[src/hdl/plp_pkg.sv]
// Shared constants, types and saturation helper for the landmark projection pipeline.
`timescale 1ns / 1ps
`default_nettype none
package plp_pkg;

  localparam int CoordW   = 32;          // coordinate width
  localparam int FracB    = 16;          // coordinate fraction bits
  localparam int QuatW    = 16;          // quaternion component width, Q2.14
  localparam int NormW    = 24;          // normalized point width, Q8.16
  localparam int RegW     = 48;          // widest config register
  localparam int FocW     = 32;          // focal / center register width
  localparam int IdxW     = 3;           // config index width
  localparam int DivSteps = NormW;       // quotient bits produced by the divider
  localparam int DivLat   = DivSteps + 3;

  localparam int InW  = 4 * QuatW + 6 * CoordW;                         // 256
  localparam int OutRaw = 8 * CoordW + 2 * NormW + 2;                   // 306
  localparam int OutW = ((OutRaw + 7) / 8) * 8;                         // 312

  localparam longint CoordMax = (64'sd1 <<< (CoordW - 1)) - 64'sd1;
  localparam longint CoordMin = -CoordMax - 64'sd1;

  typedef enum logic [IdxW-1:0] {
    RegRow0   = 3'd0,
    RegRow1   = 3'd1,
    RegRow2   = 3'd2,
    RegOffset = 3'd3,
    RegFocX   = 3'd4,
    RegFocY   = 3'd5,
    RegCtrX   = 3'd6,
    RegCtrY   = 3'd7
  } reg_idx_t;

  typedef enum logic [1:0] {
    StOk   = 2'd0,
    StZero = 2'd1,
    StSat  = 2'd2
  } status_t;

  typedef struct packed {
    logic signed [CoordW-1:0] v;
    logic                     ov;
  } sat_t;

  // item data carried alongside the divider
  typedef struct packed {
    logic signed [CoordW-1:0] bx;
    logic signed [CoordW-1:0] by;
    logic signed [CoordW-1:0] bz;
    logic signed [CoordW-1:0] cx;
    logic signed [CoordW-1:0] cy;
    logic signed [CoordW-1:0] cz;
    logic                     ov;
  } side_t;

  function automatic sat_t sat_coord(input logic signed [63:0] x);
    sat_t r;
    if (x > CoordMax) begin
      r.v  = CoordW'(CoordMax);
      r.ov = 1'b1;
    end else if (x < CoordMin) begin
      r.v  = CoordW'(CoordMin);
      r.ov = 1'b1;
    end else begin
      r.v  = CoordW'(x);
      r.ov = 1'b0;
    end
    return r;
  endfunction

endpackage
`default_nettype wire

[src/hdl/plp_div.sv]
// Pipelined restoring divider: round(num * 2^16 / den), ties away from zero, saturated to Q8.16.
`timescale 1ns / 1ps
`default_nettype none
module plp_div (
  input  wire logic                                clk,
  input  wire logic                                ce,
  input  wire logic signed [plp_pkg::CoordW-1:0]   num,
  input  wire logic signed [plp_pkg::CoordW-1:0]   den,
  output logic signed [plp_pkg::NormW-1:0]         quo,
  output logic                                     ovf
);

  localparam int CW = plp_pkg::CoordW;
  localparam int NS = plp_pkg::DivSteps;
  localparam int NW = CW + 18;    // 2*|num|*2^16 + |den|
  localparam int DW = CW + 2;     // 2*|den|, also remainder width
  localparam int AW = CW + 1;

  // stage A: magnitudes and rounding numerator
  logic signed [AW-1:0] nx, dx;
  logic        [AW-1:0] an, ad;
  logic        [NW-1:0] a_n;
  logic        [DW-1:0] a_d;
  logic                 a_neg;

  always_comb begin
    nx = AW'(num);
    dx = AW'(den);
    an = nx[AW-1] ? AW'(-nx) : AW'(nx);
    ad = dx[AW-1] ? AW'(-dx) : AW'(dx);
  end

  always_ff @(posedge clk) begin
    if (ce) begin
      a_n   <= {an, 17'b0} + NW'(ad);
      a_d   <= {1'b0, ad} << 1;
      a_neg <= num[CW-1] ^ den[CW-1];
    end
  end

  // stage B plus one stage per quotient bit
  logic [DW-1:0] rem_s [NS+1];
  logic [NS-1:0] low_s [NS+1];
  logic [NS-1:0] q_s   [NS+1];
  logic [DW-1:0] d_s   [NS+1];
  logic          neg_s [NS+1];
  logic          big_s [NS+1];

  logic [DW-1:0] rem_n [NS];
  logic          bit_n [NS];
  logic [DW:0]   t_n   [NS];

  always_comb begin
    for (int k = 0; k < NS; k++) begin
      t_n[k] = {rem_s[k], low_s[k][NS-1-k]};
      bit_n[k] = (t_n[k] >= {1'b0, d_s[k]});
      rem_n[k] = bit_n[k] ? DW'(t_n[k] - {1'b0, d_s[k]}) : DW'(t_n[k]);
    end
  end

  always_ff @(posedge clk) begin
    if (ce) begin
      big_s[0] <= ((DW + NS)'(a_n) >= {a_d, NS'(0)});
      rem_s[0] <= DW'(a_n[NW-1:NS]);
      low_s[0] <= a_n[NS-1:0];
      q_s[0]   <= '0;
      d_s[0]   <= a_d;
      neg_s[0] <= a_neg;
      for (int k = 0; k < NS; k++) begin
        rem_s[k+1] <= rem_n[k];
        low_s[k+1] <= low_s[k];
        q_s[k+1]   <= {q_s[k][NS-2:0], bit_n[k]};
        d_s[k+1]   <= d_s[k];
        neg_s[k+1] <= neg_s[k];
        big_s[k+1] <= big_s[k];
      end
    end
  end

  // final stage: sign and clamp
  logic [NS-1:0] mag;
  assign mag = q_s[NS];

  always_ff @(posedge clk) begin
    if (ce) begin
      if (neg_s[NS]) begin
        if (big_s[NS] || (mag > {1'b1, (NS-1)'(0)})) begin
          quo <= {1'b1, (NS-1)'(0)};
          ovf <= 1'b1;
        end else begin
          quo <= $signed(NS'(-mag));
          ovf <= 1'b0;
        end
      end else begin
        if (big_s[NS] || mag[NS-1]) begin
          quo <= {1'b0, {(NS-1){1'b1}}};
          ovf <= 1'b1;
        end else begin
          quo <= $signed(mag);
          ovf <= 1'b0;
        end
      end
    end
  end

endmodule
`default_nettype wire

[config.mk]
export PLATFORM = sky130hd
export DESIGN_NAME = plp_div
export DESIGN_NICKNAME = d
export VERILOG_FILES = /design/src/hdl/plp_pkg.sv /design/src/hdl/plp_div.sv
export SDC_FILE = /design/constraint.sdc
export NUM_CORES = 2
export LEC_CHECK = 0
export BUFFER_PORTS_ARGS = -buffer_cell sky130_fd_sc_hd__buf_2
export CAP_MARGIN = 20
export CORE_MARGIN = 4
export CORE_UTILIZATION = 57
export CTS_BUF_LIST = sky130_fd_sc_hd__clkbuf_2 sky130_fd_sc_hd__clkbuf_4 sky130_fd_sc_hd__clkbuf_8
export DETAILED_ROUTE_END_ITERATION = 8
export GPL_TIMING_DRIVEN = 0
export PLACE_DENSITY_LB_ADDON = 0.2
export SYNTH_ARGS = -nofsm -noshare
export SYNTH_HDL_FRONTEND = slang
export SYNTH_SLANG_ARGS = --single-unit
[constraint.sdc]
create_clock -name clk -period 5.66 [get_ports clk]
set_input_delay 0.566 -clock clk [delete_from_list [all_inputs] [get_ports clk]]
set_output_delay 0.566 -clock clk [all_outputs]
set_load 0.01 [all_outputs]
==> results.cfg <==
[logic_synthesis]
ys_seq_elements = 2054
synth-async-reset-ratio_pct = 0
syn_area_per_cell_um2 = 11.3
netlist_instances = 10200
ys_seq_area_share_pct = 53.2
synth_edf_count = 2054
ys.flop_type = edfxtp_1
synth_area_um2 = 116000
synthDistinctLibCells = 107
synth.yosys.warnings = 0

[floorplan]
initial_utilization_pct = 57.3
core-area_um2 = 202000
ioPinCount = 91
die_y_um = 459
fp-row-count = 165
dieArea_um2 = 211000
fp.dieW_um = 459

[sta]
period_minus_slack_ns = 5.42
worstMarginPinSlew_ns = 1.09
min_period_over_period_pct = 95.8
slew_violations = 0
hold_viol = 0
max_freq_mhz = 184
setup-tns-final_ns = 0
finalSetupViolCount = 0
max-slew-margin-rel_pct = 26.8
finalWorstSetupSlack_ns = 0.239
finClkSkew_ns = 0.0904

[critical_path]
worstSetupPathType = in2reg
start_kind = primary input
required_ns = 6.49
crit_top_cell = inv_1
critPathCaptureType = flop
crit_arrival_ns = 6.25
crit_chain = dlygate4sd3_1, buf_2, inv_1, ha_1, nand2_1, or3_1, or4_1, inv_1, nand2_1, or2_2, o21ai_0, xor2_1, inv_1, ha_1, a21o_1, a21oi_1, o21ai_1, a21oi_1, a2111o_1, o21ai_2, a41oi_1, a21oi_2, nand2b_1, o41ai_2
reg2reg_depth = 14
crit_fanout = 6
max_stage_delay_ns = 0.54
crit_slowest_cell = dlygate4sd3_1
reg2reg_slack_ns = 0.28

[clocking]
clk_path_buf_depth = 4
clock-root-buffer = clkbuf_8
tritoncts = done
htreeDepth = 5
numClockSinks = 2054
clk_latency_ns = 1.06
cts.reportedPaths.clkPinSlew_ns = 0.06
cts_made_buffers = 359

[job]
cap_violations = 0

[power_and_ir_drop]
peakVddDrop_mv = 0.432
p_leak_uw = 0.0520
intPower_uw = 42900
power_density_nw_per_um2 = 555
sw_frac_of_total_pct = 39.4
power_frac_seq_pct = 35.0
clkPwrFrac_pct = 18.9
switchingPower_uw = 27900
combPwrFrac_pct = 46.1

[finish]
drive_gt1_share_pct = 8.43
synthToLayoutAreaGrowth_pct = 10.1
layout_common_cells = 2054 x edfxtp_1, 1040 x inv_1, 828 x ha_1
finalInstanceArea_um2 = 128000
layout_commonest_cell = edfxtp_1
num-nets-final = 11700

[outcome]
status = finished clean

[detailed_routing]
post_drt_wl_per_cell_um = 21.6
dr.pass1.iters = 8
vias_per_cell = 5.94
wirelength_mm = 295
ant_nets = 0
drtIter0Drc = 7527
vias = 81300
drc = 0

[grt]
met2_usage_pct = 41.4
antenna_found_initial = 7
busiest_layer = met2
met1_usage_pct = 40.5
grt_pass1_vias = 77600
grt_first_pass_wirelength_mm = 449
grt_max_degree = 191
grt_use_total_pct = 27.4
met3_usage_pct = 4.39
grt_overflow = 0

[min_path]
hold_path_class = in2reg
worstHoldPathCells = 2

[placement]
placed_cell_area_um2 = 120000
portBuffers = 89
gp_congestion = 0.935
place_hpwl_mm = 225
pre_cts_ws_ns = -0.547
-- synth_stat cells, drive strengths merged (49+ instances only) --
cell type,instances,share of area [%]
mux2,369,3.6
inv,1047,3.4
a211oi,70,0.46
ha,828,8.9
and3,69,0.37
o31ai,68,0.44
o21ai,644,2.8
a31oi,73,0.39
nor3,170,0.75
nand2b,118,0.64
nand4,147,0.79
or3,49,0.28
clkbuf,191,0.64
nor4,52,0.29
xor2,276,2.1
o21a,111,0.72
a21o,404,2.6
xnor2,436,3.3
nor2,554,1.8
edfxtp,2054,53
o21bai,93,0.60
nand2,686,2.2
nand3,145,0.63
nor2b,117,0.63
a21oi,760,3.3
-- cell families after synthesis --
kind of cell	synth area share (%)
xor+xnor	5.38
fa+ha+maj	9.35
buf+inv	4.26
flops	53.2
compound gates	14.2
other cells	0.00324
simple gates	9.66
mux	3.92
-- worst paths after layout --
kind,from,end
worst max register to register,low_s[0][48],rem_s[0][125]
worst min-delay path,num[18],a_n[35]
worst max-delay path,den[1],a_n[48]
worst min register to register,low_s[0][90],low_s[0][114]
-- power by group through the flow --
stage / sequential [uW] / combinational, uW / clock, uW
3_5_place_dp: 25000 / 31900 / 0
3_3_place_gp: 25900 / 31400 / 0
6_report: 24800 / 32700 / 13400
2_1_floorplan: 23500 / 23700 / 0
4_1_cts: 24800 / 32200 / 13800
5_1_grt: 25000 / 35900 / 14500
-- metrics by stage --
step / std cells / total power [uW] / hold slack, ns / utilization, %
after global routing: 13700 / 75400 / 0.0432 / 63.1
after global placement: 13000 / 57300 / 0.400 / 59.2
after detailed placement: 13000 / 56900 / 0.405 / 59.4
after floorplan: 10200 / 47300 / 0.400 / -
final: 13700 / 70800 / 0.0922 / 63.1
after CTS: 13700 / 70700 / 0.00289 / 63.1
-- repair_timing --
action,CTS,global route
endpoints found under the setup margin,0,23
buffers inserted,0,3
hold buffers,50,0
gates resized for setup,0,5
endpoints found under the hold margin,117,0
-- final cells by class --
type / instances / area (um^2)
fillers: 16000 / 74600
flip-flops and latches: 2054 / 61700
multi-input cells: 6877 / 49300
clock buffers: 425 / 5470
inverters: 1047 / 3930
well taps: 2672 / 3340
clock inverters: 195 / 1450
repair buffers: 158 / 1350
plain buffers: 240 / 1000
diodes: 10 / 25.0
-- state kept, by name (all words and copies together) (netlist names) --
name,flops
a_d,16
a_n,50
q_s,300
d_s,384
neg_s,25
big_s,25
a_neg,1
ovf,1
rem_s,793
low_s,435
quo,24
-- layer usage --
metal | wire length, um | vias up | share of wire (%)
li1 | - | 38800 | -
met1 | 135000 | 39300 | 46
met2 | 129000 | 2717 | 44
met3 | 20900 | 574 | 7.1
met4 | 9750 | 0 | 3.3
met5 | 0 | - | 0
-- worst max-delay path, delay by kind of cell --
kind	cells	cell delay, ns
AND/OR/NAND/NOR	6	1.60
buffers and inverters	5	1.03
adder cells (fa/ha/maj)	2	0.49
AO/OA/AOI/OAI	10	2.36
XOR/XNOR	1	0.22
(Power assumes the default switching activity.)
